**src/sv/tcw_pkg.sv**
```systemverilog
// ----------------------------------------------------------------------------
// tcw_pkg
// shared constants, codes and types of the text console cell writer
// ----------------------------------------------------------------------------
package tcw_pkg;

  localparam int COLUMNS    = 80;
  localparam int ROWS       = 25;
  localparam int TAB_CELLS  = 8;
  localparam int CELL_COUNT = ROWS * COLUMNS;

  localparam int COL_W  = $clog2(COLUMNS);
  localparam int ROW_W  = $clog2(ROWS);
  localparam int ADDR_W = $clog2(CELL_COUNT);
  localparam int CELL_W = 16;

  localparam int PADDR_W   = 3;
  localparam int REG_IDX_W = 1;

  localparam logic [7:0] DEFAULT_ATTR_RST = 8'h0f;
  localparam logic [7:0] ERROR_ATTR_RST   = 8'hf4;
  localparam logic [7:0] CHAR_NEWLINE     = 8'd10;
  localparam logic [7:0] CHAR_TAB         = 8'd9;
  localparam logic [7:0] CHAR_ERROR       = 8'h45;
  localparam logic [7:0] CHAR_SPACE       = 8'h20;

  localparam logic [REG_IDX_W-1:0] REG_DEFAULT_ATTR = 1'b0;
  localparam logic [REG_IDX_W-1:0] REG_ERROR_ATTR   = 1'b1;

  typedef enum logic [1:0] {
    CMD_PRINT = 2'd0,
    CMD_CLEAR = 2'd1,
    CMD_READ  = 2'd2,
    CMD_NONE  = 2'd3
  } cmd_code_t;

  typedef struct packed {
    logic [1:0] command;
    logic [7:0] character;
    logic [7:0] attribute;
    logic [6:0] col;
    logic [4:0] row;
    logic       use_cursor;
  } req_t;

  typedef struct packed {
    logic [6:0] cursor_col;
    logic [4:0] cursor_row;
    logic [7:0] read_char;
    logic [7:0] read_attr;
    logic       position_error;
  } rsp_t;

  typedef struct packed {
    logic [7:0] default_attr;
    logic [7:0] error_attr;
  } cfg_t;

  typedef struct packed {
    logic load;
    logic exec;
    logic sweep;
    logic finish;
  } ctrl_cmd_t;

  typedef struct packed {
    logic need_sweep;
    logic sweep_done;
    logic out_free;
  } ctrl_sts_t;

endpackage

```
**src/sv/tcw_regs.sv**
```systemverilog
// ----------------------------------------------------------------------------
// tcw_regs
// apb configuration registers: default and error attributes
// ----------------------------------------------------------------------------
module tcw_regs
  import tcw_pkg::*;
(
  input  logic               clk,
  input  logic               rst,
  input  logic               psel,
  input  logic               penable,
  input  logic               pwrite,
  input  logic [PADDR_W-1:0] paddr,
  input  logic [31:0]        pwdata,
  output logic [31:0]        prdata,
  output logic               pready,
  output cfg_t               cfg
);

  logic [7:0]           default_attr;
  logic [7:0]           error_attr;
  logic [REG_IDX_W-1:0] idx;
  logic                 wr;

  assign idx    = paddr[PADDR_W-1:2];
  assign wr     = psel && penable && pwrite;
  assign pready = 1'b1;

  always_ff @(posedge clk) begin
    if (rst) begin
      default_attr <= DEFAULT_ATTR_RST;
      error_attr   <= ERROR_ATTR_RST;
    end else if (wr) begin
      case (idx)
        REG_DEFAULT_ATTR: default_attr <= pwdata[7:0];
        REG_ERROR_ATTR:   error_attr   <= pwdata[7:0];
        default: ;
      endcase
    end
  end

  always_comb begin
    case (idx)
      REG_DEFAULT_ATTR: prdata = {24'h0, default_attr};
      REG_ERROR_ATTR:   prdata = {24'h0, error_attr};
      default:          prdata = 32'h0;
    endcase
  end

  assign cfg.default_attr = default_attr;
  assign cfg.error_attr   = error_attr;

endmodule

```
**config.mk**
```make
export PLATFORM = sky130hd
export DESIGN_NAME = tcw_regs
export DESIGN_NICKNAME = d
export VERILOG_FILES = /design/src/sv/tcw_pkg.sv /design/src/sv/tcw_regs.sv
export SDC_FILE = /design/constraint.sdc
export NUM_CORES = 1
export LEC_CHECK = 0
export BUFFER_PORTS_ARGS = -buffer_cell sky130_fd_sc_hd__buf_2
export CORE_MARGIN = 5
export CORE_UTILIZATION = 37
export CTS_CLUSTER_DIAMETER = 50
export CTS_CLUSTER_SIZE = 20
export DETAILED_ROUTE_END_ITERATION = 8
export PLACE_DENSITY = 0.8
export SLEW_MARGIN = 10
export SYNTH_ARGS = -nofsm -noshare
export SYNTH_HDL_FRONTEND = slang
export SYNTH_SLANG_ARGS = --single-unit
```
**constraint.sdc**
```tcl
create_clock -name clk -period 1.3 [get_ports clk]
set_input_delay 0.26 -clock clk [delete_from_list [all_inputs] [get_ports clk]]
set_output_delay 0.26 -clock clk [all_outputs]
set_load 0.03 [all_outputs]
```
==> flow_summary.ini, run 1 <==
[clock_network]
root_buffer = clkbuf_4
cts_buffers = 3
cts_sinks = 16
cts_buffer_depth = 2
clkTransAtPathRegs_ns = 0.09
htree_levels = 1
cts_tree = built
insertion_delay_ns = 0.27

[worst_setup_path]
rrSetupSlack_ns = 0.56
cp.required_ns = 1.04
critPathArrivalTime_ns = 1.03
crit_type = flip-flop to output port
cp_max_fo = 3
start_kind = flip-flop
endpoint_kind = output port

[timing]
fin_skew_ns = 0
rsz0062_at_grt = true
finalSetupViolCount = 0
fmax_mhz = 778
final.min_clock_period_ns = 1.29
timing.final.crit_share_pct = 98.9
hold_violations = 0
final_max_slew_viol_count = 0
hold_slack_ns = 0.245

[final_layout]
fin_nets = 185
drive_gt1_share_pct = 47.6
synthToLayoutAreaGrowth_pct = 22.2
final_util_pct = 48.0
antenna_cells = 0
nFillCells = 257

[logic_synthesis]
yosysTopAreaCellShare_pct = 32.6
ys_ff_latch = 16
ys_warn_count = 0
synth.distinct_cells = 11
syn-instance-count = 106
synth_area_leaders = dfxtp_1, buf_4, mux2i_1
avgSynthCellArea_um2 = 9.27
synth_top_area_cell = dfxtp_1
ys_seq_area_share_pct = 32.6
synth.cell_area_um2 = 982

[job]
drv_cap = 0

[floorplanning]
die_x_um = 61.5
io_pins = 89
die_h_um = 61.5
dieArea_mm2 = 0.00378
initial_core_util_pct = 39.3
rows = 18
core_area_mm2 = 0.00250

[power]
p_total_mw = 1.08
power_density_mw_per_mm2 = 896
max-vdd-ir-drop_mv = 0.471
leakage_nw = 0.547

[placement]
gp_congestion = 0.686
dp_hpwl_mm = 1.64
io_buffers = 37

[global_routing]
grt_usage_pct = 10.5
grt_antenna_before_repair = 0
grt_pass1_vias = 687
grt_max_degree = 32
grt_pass1_wl_mm = 2.89
overflow = 0

[detailed_routing]
vias_per_cell = 4.34
wirelength_mm = 2.19
postRouteAntennaNets = 0
num_vias = 750
drtPass1Iterations = 4
wire_per_inst_um = 12.7
drc = 0
drt_iter0_markers = 17

[outcome]
status = completed

[worst_hold_path]
worstHoldPathType = input port to flip-flop
-- per-layer routing --
| layer | GRT usage (%) | up-vias | wire [um] |
|---|---|---|---|
| met5 | 0 | - | 0 |
| met4 | 3.64 | 0 | 12 |
| met3 | 2.73 | 2 | 218 |
| met2 | 18.7 | 37 | 1090 |
| met1 | 12.0 | 345 | 870 |
| li1 | - | 366 | - |
-- cell families after synthesis --
kind of cell | synth area share [%]
mux | 25.5
buf+inv | 23.7
flops | 32.6
other cells | 0.765
simple gates | 17.5
-- worst max-delay path, stage by stage (launching register included) --
cell,delay (ns)
dfxtp_2,0.34
mux2_4,0.27
buf_6,0.14
-- cell usage after synthesis --
| library cell | count |
|---|---|
| nand2b_1 | 14 |
| nor2_1 | 17 |
| mux2i_1 | 16 |
| clkbuf_1 | 3 |
| dfxtp_1 | 16 |
| and4b_1 | 1 |
| and4_2 | 1 |
| mux2_2 | 8 |
| conb_1 | 2 |
| buf_6 | 3 |
| buf_4 | 25 |
-- sequential cells by signal, indices dropped and copies added, names as in the netlist --
signal	count
error_attr	8
default_attr	8
-- report_power, final --
part,total [mW],switching [mW],internal [mW]
sequential,0.510,0.00754,0.502
clock,0.253,0.146,0.107
combinational,0.312,0.214,0.0981
total,1.08,0.367,0.708
-- layout make-up --
cell class | count | area [um2] | area share (%)
flip-flops and latches | 16 | 338 | 28.2
clock buffers | 3 | 22.5 | 1.88
multi-input cells | 82 | 527 | 43.9
well taps | 30 | 37.5 | 3.13
repair buffers | 42 | 275 | 22.9
-- metrics by stage --
| stage | worst slack (ns) | setup TNS (ns) | instance area [um2] | instances |
|---|---|---|---|---|
| finish | 0.0145 | 0 | 1200 | 173 |
| CTS | 0.00653 | 0 | 1160 | 170 |
| detailed placement | -0.00911 | -0.0108 | 1070 | 167 |
| global placement | -0.000567 | -0.000567 | 1070 | 167 |
| global route | -0.0192 | -0.0703 | 1200 | 173 |
| floorplan | 0.226 | 0 | 1070 | 129 |
-- cells in the final DEF, fill, tap and decap left out, drive strengths merged --
master	instances
clkbuf	3
and4	1
mux2i	16
buf	42
nand2b	14
conb	25
dfxtp	16
mux2	8
and4b	1
nor2	17
-- worst paths after layout --
kind,from,endpoint,cells past startpoint
max,default_attr[0],prdata[0],2
min reg2reg,default_attr[7],default_attr[7],2
max reg2reg,error_attr[5],error_attr[5],3
min,pwdata[5],default_attr[5],3
-- what timing repair did --
action,4_1_cts,5_1_grt
endpoints found under the setup margin,8,8
setup buffers,0,3
hold buffers,0,0
gates resized for setup,25,9
gates cloned,0,0
(Power assumes the default switching activity.)
==> inputs of run 2 (changes only) <==
Settings changed: CORE_ASPECT_RATIO from default to 0.75.
==> flow_summary.ini, run 2 (synthesis results as in run 1) <==
[outcome]
status = finished, violations left
violations = setup timing

[detailed_routing]
drtPass1Iterations = 4
vias_per_cell = 4.12
wire_per_inst_um = 11.6
wirelength_mm = 2.10
drc = 0
postRouteAntennaNets = 0
num_vias = 741
drt_iter0_markers = 19

[timing]
finalSetupViolCount = 2
fin_skew_ns = 0
final.min_clock_period_ns = 1.31
fin_ws_ns = -0.00734
rsz0062_at_grt = true
final_max_slew_viol_count = 0
hold_slack_ns = 0.240
timing.final.crit_share_pct = 101
hold_violations = 0
fmax_mhz = 765

[worst_setup_path]
r2r_start = error_attr[7]
start_kind = input port
critPathArrivalTime_ns = 1.05
cp.required_ns = 1.04
crit_type = input port to output port
endpoint_kind = output port
cp_max_fo = 10
cp-startpoint = paddr[2]

[global_routing]
grt_usage_pct = 10.6
grt_max_degree = 32
grt_antenna_before_repair = 0
gr-usage-met1_pct = 12.9
grt_pass1_vias = 680
top_usage_layer = met2
globalRouteMet3Util_pct = 4.95
grt_pass1_wl_mm = 3.17
overflow = 0
met2_usage_pct = 16.9

[clock_network]
htree_levels = 1
cts_hold_buf = 0
cts_sinks = 16
cts_tree = built
cts_buffers = 3
cts_buffer_depth = 2
clkTransAtPathRegs_ns = 0.09
root_buffer = clkbuf_4
insertion_delay_ns = 0.27

[placement]
dpl.cell_count = 173
dp_hpwl_mm = 1.51
gp_congestion = 0.688
io_buffers = 37

[worst_hold_path]
worstHoldPathType = input port to flip-flop
min_from = pwdata[1]

[final_layout]
mostFrequentLayoutCells = buf_2, conb_1, nor2_1
nFillCells = 264
reg_top3 = default_attr x8, error_attr x8
antenna_cells = 0
fin_nets = 185
drive_gt1_share_pct = 47.2
seq_area_um2 = 337
final_common_cell = buf_2
synthToLayoutAreaGrowth_pct = 23.2
multi_input_area_um2 = 523
final_cells = 180

[floorplanning]
core_area_mm2 = 0.00258
rows = 16
die_x_um = 69.5
dieArea_mm2 = 0.00380
io_pins = 89
initial_core_util_pct = 38.0
die_h_um = 54.6

[power]
leakage_nw = 0.548
p_total_mw = 1.14
power_density_mw_per_mm2 = 942
max-vdd-ir-drop_mv = 0.348

[job]
drv_cap = 0
## run 2: changes by cell type in the layout (fill, tap and decap cells not counted)
cell,change
buf_2,+1
buf_6,-1
mux2_4,-1
mux2_2,+1
dfxtp_2,-1
clkbuf_8,+1
dfxtp_1,+1
## run 2: report_power, final
group	internal, mW	total [mW]	switching [mW]	leakage, nW
Clock	0.170	0.321	0.151	0.0210
Combinational	0.0953	0.309	0.214	0.396
Sequential	0.502	0.509	0.00700	0.130
Total	0.768	1.14	0.372	0.548
## run 2: worst max-delay path, cell delays in order
cell and delay [ns]:
buf_2 0.25, mux2_2 0.37, buf_4 0.17
## run 2: layout make-up
cell class	count	area share [%]
repair buffers	42	22.2
flip-flops and latches	16	27.8
well taps	36	3.72
clock buffers	4	3.00
multi-input cells	82	43.2
## run 2: worst paths after layout
kind,end,depth (start not counted),slack (ns)
max,prdata[0],3,-0.007
min,error_attr[1],3,0.24
max reg2reg,error_attr[7],3,0.55
min reg2reg,error_attr[1],2,0.48
## run 2: per-layer routing
| layer | share of wire [%] | vias up | wire length (um) |
|---|---|---|---|
| li1 | - | 364 | - |
| met4 | 0 | 0 | 0 |
| met5 | 0 | - | 0 |
| met1 | 43 | 335 | 907 |
| met2 | 42 | 42 | 888 |
| met3 | 14 | 0 | 299 |
## run 2: metrics by stage
step / instance area (um2) / setup TNS, ns / setup WS, ns / utilization (%)
2_1_floorplan: 1070 / 0 / 0.226 / -
3_3_place_gp: 1080 / -0.00655 / -0.00488 / 41.9
3_5_place_dp: 1080 / 0 / 0.00333 / 41.9
4_1_cts: 1180 / 0 / 0.000462 / 45.7
5_1_grt: 1210 / -0.173 / -0.0302 / 46.9
6_report: 1210 / -0.00768 / -0.00734 / 46.9
## run 2: repair_timing
| action | CTS | global route |
|---|---|---|
| setup buffers | 2 | 1 |
| pin swaps | 0 | 0 |
| gates resized for setup | 21 | 9 |
| endpoints found under the setup margin | 8 | 8 |
