`src/sv/tcw_pkg.sv`:
```
// ----------------------------------------------------------------------------
// tcw_pkg
// shared constants, codes and types of the text console cell writer
// ----------------------------------------------------------------------------
package tcw_pkg;

  localparam int COLUMNS    = 80;
  localparam int ROWS       = 25;
  localparam int TAB_CELLS  = 8;
  localparam int CELL_COUNT = ROWS * COLUMNS;

  localparam int COL_W  = $clog2(COLUMNS);
  localparam int ROW_W  = $clog2(ROWS);
  localparam int ADDR_W = $clog2(CELL_COUNT);
  localparam int CELL_W = 16;

  localparam int PADDR_W   = 3;
  localparam int REG_IDX_W = 1;

  localparam logic [7:0] DEFAULT_ATTR_RST = 8'h0f;
  localparam logic [7:0] ERROR_ATTR_RST   = 8'hf4;
  localparam logic [7:0] CHAR_NEWLINE     = 8'd10;
  localparam logic [7:0] CHAR_TAB         = 8'd9;
  localparam logic [7:0] CHAR_ERROR       = 8'h45;
  localparam logic [7:0] CHAR_SPACE       = 8'h20;

  localparam logic [REG_IDX_W-1:0] REG_DEFAULT_ATTR = 1'b0;
  localparam logic [REG_IDX_W-1:0] REG_ERROR_ATTR   = 1'b1;

  typedef enum logic [1:0] {
    CMD_PRINT = 2'd0,
    CMD_CLEAR = 2'd1,
    CMD_READ  = 2'd2,
    CMD_NONE  = 2'd3
  } cmd_code_t;

  typedef struct packed {
    logic [1:0] command;
    logic [7:0] character;
    logic [7:0] attribute;
    logic [6:0] col;
    logic [4:0] row;
    logic       use_cursor;
  } req_t;

  typedef struct packed {
    logic [6:0] cursor_col;
    logic [4:0] cursor_row;
    logic [7:0] read_char;
    logic [7:0] read_attr;
    logic       position_error;
  } rsp_t;

  typedef struct packed {
    logic [7:0] default_attr;
    logic [7:0] error_attr;
  } cfg_t;

  typedef struct packed {
    logic load;
    logic exec;
    logic sweep;
    logic finish;
  } ctrl_cmd_t;

  typedef struct packed {
    logic need_sweep;
    logic sweep_done;
    logic out_free;
  } ctrl_sts_t;

endpackage

```
`src/sv/tcw_ctrl.sv`:
```
// ----------------------------------------------------------------------------
// tcw_ctrl
// sequencer: clearing pass, command execution, memory sweeps, response
// ----------------------------------------------------------------------------
module tcw_ctrl
  import tcw_pkg::*;
(
  input  logic       clk,
  input  logic       rst,
  input  logic       req_valid,
  output logic       req_ready,
  input  ctrl_sts_t  sts,
  output ctrl_cmd_t  cmd
);

  typedef enum logic [2:0] {
    S_INIT,
    S_IDLE,
    S_EXEC,
    S_SWEEP,
    S_DONE
  } state_t;

  state_t state;

  always_ff @(posedge clk) begin
    if (rst) begin
      state <= S_INIT;
    end else begin
      case (state)
        S_INIT: begin
          if (sts.sweep_done) state <= S_IDLE;
        end
        S_IDLE: begin
          if (req_valid) state <= S_EXEC;
        end
        S_EXEC: begin
          state <= sts.need_sweep ? S_SWEEP : S_DONE;
        end
        S_SWEEP: begin
          if (sts.sweep_done) state <= S_DONE;
        end
        S_DONE: begin
          if (sts.out_free) state <= S_IDLE;
        end
        default: state <= S_INIT;
      endcase
    end
  end

  assign req_ready = (state == S_IDLE);

  always_comb begin
    cmd        = '0;
    cmd.load   = (state == S_IDLE) && req_valid;
    cmd.exec   = (state == S_EXEC);
    cmd.sweep  = (state == S_INIT) || (state == S_SWEEP);
    cmd.finish = (state == S_DONE) && sts.out_free;
  end

endmodule

```
`config.mk`:
```
export PLATFORM = sky130hd
export DESIGN_NAME = tcw_ctrl
export DESIGN_NICKNAME = d
export VERILOG_FILES = /design/src/sv/tcw_pkg.sv /design/src/sv/tcw_ctrl.sv
export SDC_FILE = /design/constraint.sdc
export NUM_CORES = 1
export LEC_CHECK = 0
export ABC_AREA = 0
export BUFFER_PORTS_ARGS = -buffer_cell sky130_fd_sc_hd__buf_2
export CORE_AREA = 5 5 42 44
export CTS_CLUSTER_DIAMETER = 30
export CTS_CLUSTER_SIZE = 24
export DETAILED_ROUTE_END_ITERATION = 10
export DIE_AREA = 0 0 47 49
export GPL_TIMING_DRIVEN = 1
export SLEW_MARGIN = 20
export SYNTH_ARGS = -nofsm -noshare
export SYNTH_HDL_FRONTEND = slang
export SYNTH_SLANG_ARGS = --single-unit
```
`constraint.sdc`:
```
create_clock -name clk -period 1.28 [get_ports clk]
set_input_delay 0.32 -clock clk [delete_from_list [all_inputs] [get_ports clk]]
set_output_delay 0.32 -clock clk [all_outputs]
set_load 0.03 [all_outputs]
```
==> impl_metrics.ini, run 1 <==
[outcome]
outcome = finished, violations left
violations = negative setup slack

[setup_path]
crit_required_ns = 0.96
critPathCaptureType = output pin
crit_type = reg2out
cp_data_arrival_time_ns = 1.07
r2r_cells = 5
path_delay_family = flip-flops
crit_cells = 3
cp_slowest_stage_delay_ns = 0.36
path_max_fanout = 5
cpMaxStageDelayCell = dfxtp_4
cp.buffers_inverters = 1
cp-start-kind = register
cp_cell_sequence = nor3_4, and2_4, buf_6

[power_and_ir_drop]
p_seq_frac = 0.201
p_switching_uw = 263
pwr-share-clk = 0.251
leakage_nw = 0.189
vdd_drop_max_mv = 0.463
netSwitchingFraction = 0.394
p_comb_frac = 0.548
p_int_uw = 406
power_density_nw_per_um2 = 1530
total_power_uw = 669

[clocking]
clock_tree.buffer_depth = 2
cts.sinks = 3
cts_root_buf = clkbuf_4
cts_tree = done
htreeDepth = 1
worstSkewPairLatency_ns = 0.23
worst_setup_hold_path_clk_slew_ns = 0.04
cts_buffers = 3

[floorplanning]
pin_count = 11
num_rows = 14
core_um2 = 1400
die_h_um = 49
die_w_um = 47
die_area_um2 = 2300
start_util = 0.189

[worst_hold_path]
holdCritPathClass = in2reg
holdPathStages = 2

[grt]
overflow = 0
grt_max_degree = 7
grt_pass1_vias = 276
antenna_found_initial = 0
grtUsageTotal = 0.0640
grt_pass1_wl_um = 1060

[job]
maxCapViolCount = 0

[synthesis]
avgSynthCellArea_um2 = 8.84
ys_dominant_reg_cell = dfxtp_1
synth_area_leaders = dfxtp_1 23%, mux2i_1 11%, buf_6 8.5%
synth_cells = 30
netlist.top_cell.by_area = dfxtp_1
syn_nets = 36
netlist_area_um2 = 265
yosysTopAreaCellShare = 0.226
synth-edff-count = 0
ys.warnings.count = 0
synth_seq_cells = 3
yosysSeqAreaShare = 0.226
synth.distinct_cells = 20
ys_async_sr_fraction = 0
synthTopCellsByCount = 3 x dfxtp_1, 3 x mux2i_1, 3 x nor3_1

[detailed_routing]
dr.pass1.iters = 4
drt_iter0_markers = 1
vias_per_cell = 4.35
ant_nets = 0
drt_drc_violations_left = 0
wl_um = 635
route.vias.total = 270
wire_per_inst_um = 10.2

[sta]
grt_setup_unrepaired = true
setup_slack_ns = -0.113
skew_ns = 0.00272
timing.final.hold_violations = 0
fmax_ghz = 0.718
slew_headroom = 0.895
finalMaxSlewViolations = 0
finalCritPeriodShare = 1.09
fin_crit_ns = 1.39
setup_violations = 5
worstMarginPinSlew_ns = 0.154

[cells_and_area]
drive_above_1_share = 0.717
final_cells = 62
utilization = 0.313
reg_top3 = state x3
largest_register_ffs = 3
n_antenna_cell = 0
nNetsFinal = 53
largest-register = state
area_growth_pct = 65.1

[placement]
hpwl_um = 506
dp.cells = 57
gp_congestion = 0.759
port_buffers = 10
## per-layer routing
| layer | wire length [µm] | track usage | share of wire | vias up |
|---|---|---|---|---|
| li1 | - | - | - | 133 |
| met1 | 274 | 0.0789 | 0.43 | 126 |
| met2 | 307 | 0.0905 | 0.48 | 9 |
| met3 | 30 | 0 | 0.047 | 2 |
| met4 | 23 | 0.0691 | 0.036 | 0 |
| met5 | 0 | 0 | 0 | - |
## worst reg2reg max path: cells and delay by family (launching register included)
kind	cells	cell delay [ns]
compound gates	1	0.16
flops	1	0.34
mux	3	0.46
buf+inv	1	0.14
## per-stage QoR
| stage | worst slack, ns | hold WS [ns] | area [µm²] | setup TNS (ns) |
|---|---|---|---|---|
| after floorplan | -0.201 | 0.385 | 284 | -0.402 |
| after global placement | 0.0716 | 0.535 | 357 | 0 |
| after detailed placement | 0.0711 | 0.535 | 357 | 0 |
| after CTS | -0.111 | 0.276 | 425 | -0.374 |
| after global routing | -0.144 | 0.300 | 438 | -0.571 |
| final | -0.113 | 0.281 | 438 | -0.344 |
## cells by family (layout without fill, tap and decap cells)
family	after synthesis	after routing	synth area share
DFF	3	3	0.226
buffers and inverters	4	20	0.118
and+or+nand+nor	14	14	0.358
xor gates and xnor gates	1	1	0.0330
AOI/OAI and AO/OA	5	5	0.151
muxes	3	3	0.113
## power by group through the flow
stage	sequential, mW	clock (mW)	combinational [mW]
2_1_floorplan	0.115	0	0.251
6_report	0.135	0.168	0.367
3_3_place_gp	0.128	0	0.311
5_1_grt	0.137	0.184	0.389
3_5_place_dp	0.130	0	0.310
4_1_cts	0.135	0.175	0.357
## cell usage in the layout, fill, tap and decap left out
cell      count
a211o_1       1
a211oi_2      1
a21oi_1       1
a21oi_2       1
and2_4        1
buf_2         6
buf_4         6
buf_6         3
clkbuf_1      1
clkbuf_4      3
dfxtp_2       2
dfxtp_4       1
inv_2         1
mux2i_1       3
nand2_1       2
nand2b_1      2
nand2b_4      1
nand3b_1      2
nor2_2        1
nor2b_4       1
nor3_2        2
nor3_4        1
nor3b_2       1
o21ai_1       1
xor2_2        1
## path summary, 6_finish.rpt
path	start	end	slack (ns)
worst max-delay path	state[2]	cmd[3]	-0.11
worst max register to register	state[0]	state[0]	0.09
worst min register to register	state[2]	state[1]	0.59
worst min-delay path	rst	state[1]	0.28
## repair_timing
action,4_1_cts,5_1_grt
hold buffers,0,0
pin swaps,1,1
endpoints found under the setup margin,5,6
cloned,0,0
setup buffers,1,0
gates resized for setup,14,2
## layout make-up
class | instances | area [µm²]
sequential | 3 | 66.3
tap | 16 | 20.0
timing repair buffer | 15 | 109
fill | 163 | 963
clock buffer | 4 | 26.3
inverter | 1 | 3.75
multi-input combinational | 23 | 213
No activity file was read; power rests on OpenSTA's default activity.
==> run 2: changes to the inputs <==
--- a/constraint.sdc
+++ b/constraint.sdc
@@ -3,2 +3,2 @@
 set_output_delay 0.32 -clock clk [all_outputs]
-set_load 0.03 [all_outputs]
+set_load 0.05 [all_outputs]
==> impl_metrics.ini, run 2 (synthesis results as in run 1) <==
[floorplanning]
die_w_um = 47
core_um2 = 1400
die_area_um2 = 2300
pin_count = 11
die_h_um = 49
num_rows = 14
start_util = 0.189

[detailed_routing]
route.vias.total = 269
wire_per_inst_um = 10.8
wl_um = 682
vias_per_cell = 4.27
dr.pass1.iters = 2
drt_iter0_markers = 1
drt_drc_violations_left = 0
ant_nets = 0

[power_and_ir_drop]
p_comb_frac = 0.600
pwr-share-clk = 0.220
p_seq_frac = 0.180
total_power_uw = 772
leakage_nw = 0.195
p_int_uw = 438
netSwitchingFraction = 0.433
p_switching_uw = 334
power_density_nw_per_um2 = 1630
vdd_drop_max_mv = 0.482

[cells_and_area]
n_antenna_cell = 0
drive_above_1_share = 0.723
area.sequential_um2 = 68.8
nNetsFinal = 54
largest-register = state
area_growth_pct = 78.3
reg_top3 = state x3
most-common-layout-cells = 6 x buf_4, 5 x buf_2, 4 x buf_6
final_common_cell = buf_4
largest_register_ffs = 3
multiInputGateArea_um2 = 221
fillers = 159

[setup_path]
crit_type = reg2out
cp-start-kind = register
cpMaxStageDelayCell = dfxtp_4
r2r_cells = 5
crit_required_ns = 0.96
path_max_fanout = 4
rrSetupSlack_ns = 0.07
critPathCaptureType = output pin
reg2reg_from = state[1]
cp_data_arrival_time_ns = 1.11
reg2reg_to = state[0]
crit_path_frequent_cell = buf_6
cp_slowest_stage_delay_ns = 0.35
cp_cell_sequence = buf_6, xor2_2, nor2_4, buf_6

[grt]
grt_pass1_wl_um = 1280
grt_pass1_vias = 314
antenna_found_initial = 0
grt_max_degree = 8
overflow = 0
grtUsageTotal = 0.0775

[worst_hold_path]
hold_start = rst
min_to = state[1]
holdCritPathClass = in2reg
holdPathStages = 2

[clocking]
post_cts_buffers = 0
cts_root_buf = clkbuf_4
htreeDepth = 1
worstSkewPairLatency_ns = 0.24
worst_setup_hold_path_clk_slew_ns = 0.04
cts_buffers = 3
ctsHoldBuffers = 0
cts.sinks = 3
clock_tree.buffer_depth = 2
cts_tree = done

[sta]
setup_violations = 5
setup_slack_ns = -0.149
finalCritPeriodShare = 1.12
finalMaxSlewViolations = 0
timing.final.hold_violations = 0
fmax_ghz = 0.700
grt_setup_unrepaired = true
skew_ns = 0.000801
worstMarginPinSlew_ns = 0.193
fin_setup_tns_ns = -0.536
fin_crit_ns = 1.43
slew_headroom = 0.871

[outcome]
outcome = finished, violations left
violations = negative setup slack

[placement]
port_buffers = 10
gp_congestion = 0.724

[job]
maxCapViolCount = 0
run 2: metrics by stage:
step	hold slack [ns]	setup slack (ns)	util	instances	cell area, µm²
2_1_floorplan	0.385	-0.350	-	30	300
3_3_place_gp	0.530	0.000674	0.277	59	388
3_5_place_dp	0.532	-0.00995	0.277	59	388
4_1_cts	0.273	-0.136	0.328	63	459
5_1_grt	0.281	-0.185	0.338	63	473
6_report	0.277	-0.149	0.338	63	473
run 2: area by class of cell:
type / count / area share
sequential: 3 / 0.146
clock buffer: 4 / 0.0556
inverter: 1 / 0.0132
tap: 16 / 0.0423
multi-input combinational: 23 / 0.468
timing repair buffer: 16 / 0.275
run 2: power groups by stage:
| stage | clock network [mW] | logic, mW | registers [mW] |
|---|---|---|---|
| after floorplan | 0 | 0.332 | 0.117 |
| after global placement | 0 | 0.402 | 0.134 |
| after detailed placement | 0 | 0.407 | 0.134 |
| after CTS | 0.176 | 0.455 | 0.137 |
| after global routing | 0.188 | 0.491 | 0.143 |
| final | 0.170 | 0.463 | 0.139 |
run 2: metal layers:
| metal | vias to the layer above | share of wire | track usage |
|---|---|---|---|
| met5 | - | 0 | 0 |
| met4 | 0 | 0.021 | 0.0691 |
| met3 | 2 | 0.084 | 0.0221 |
| met2 | 8 | 0.52 | 0.118 |
| met1 | 123 | 0.38 | 0.0813 |
| li1 | 136 | - | - |
run 2: how the worst max path moves through the flow:
| stage | from | endpoint | slack (ns) | cells after the start |
|---|---|---|---|---|
| after floorplan | state[0] | cmd[3] | -0.35 | 4 |
| after global placement | state[0] | cmd[1] | 0.0007 | 4 |
| after detailed placement | state[0] | cmd[1] | -0.01 | 4 |
| after CTS | state[0] | cmd[1] | -0.14 | 4 |
| after global routing | state[0] | cmd[1] | -0.19 | 4 |
| final | state[0] | cmd[1] | -0.15 | 4 |
run 2: critical path, delay by kind of cell (launching register included):
family                 cells  cell delay [ns]
buffers and inverters      2             0.29
XOR/XNOR                   1             0.15
AND/OR/NAND/NOR            1             0.08
flip-flops                 1             0.35
run 2: timing repair:
item,in CTS,in global routing
pin swaps,4,2
endpoints found under the setup margin,5,6
cloned,0,0
resized for setup,14,5
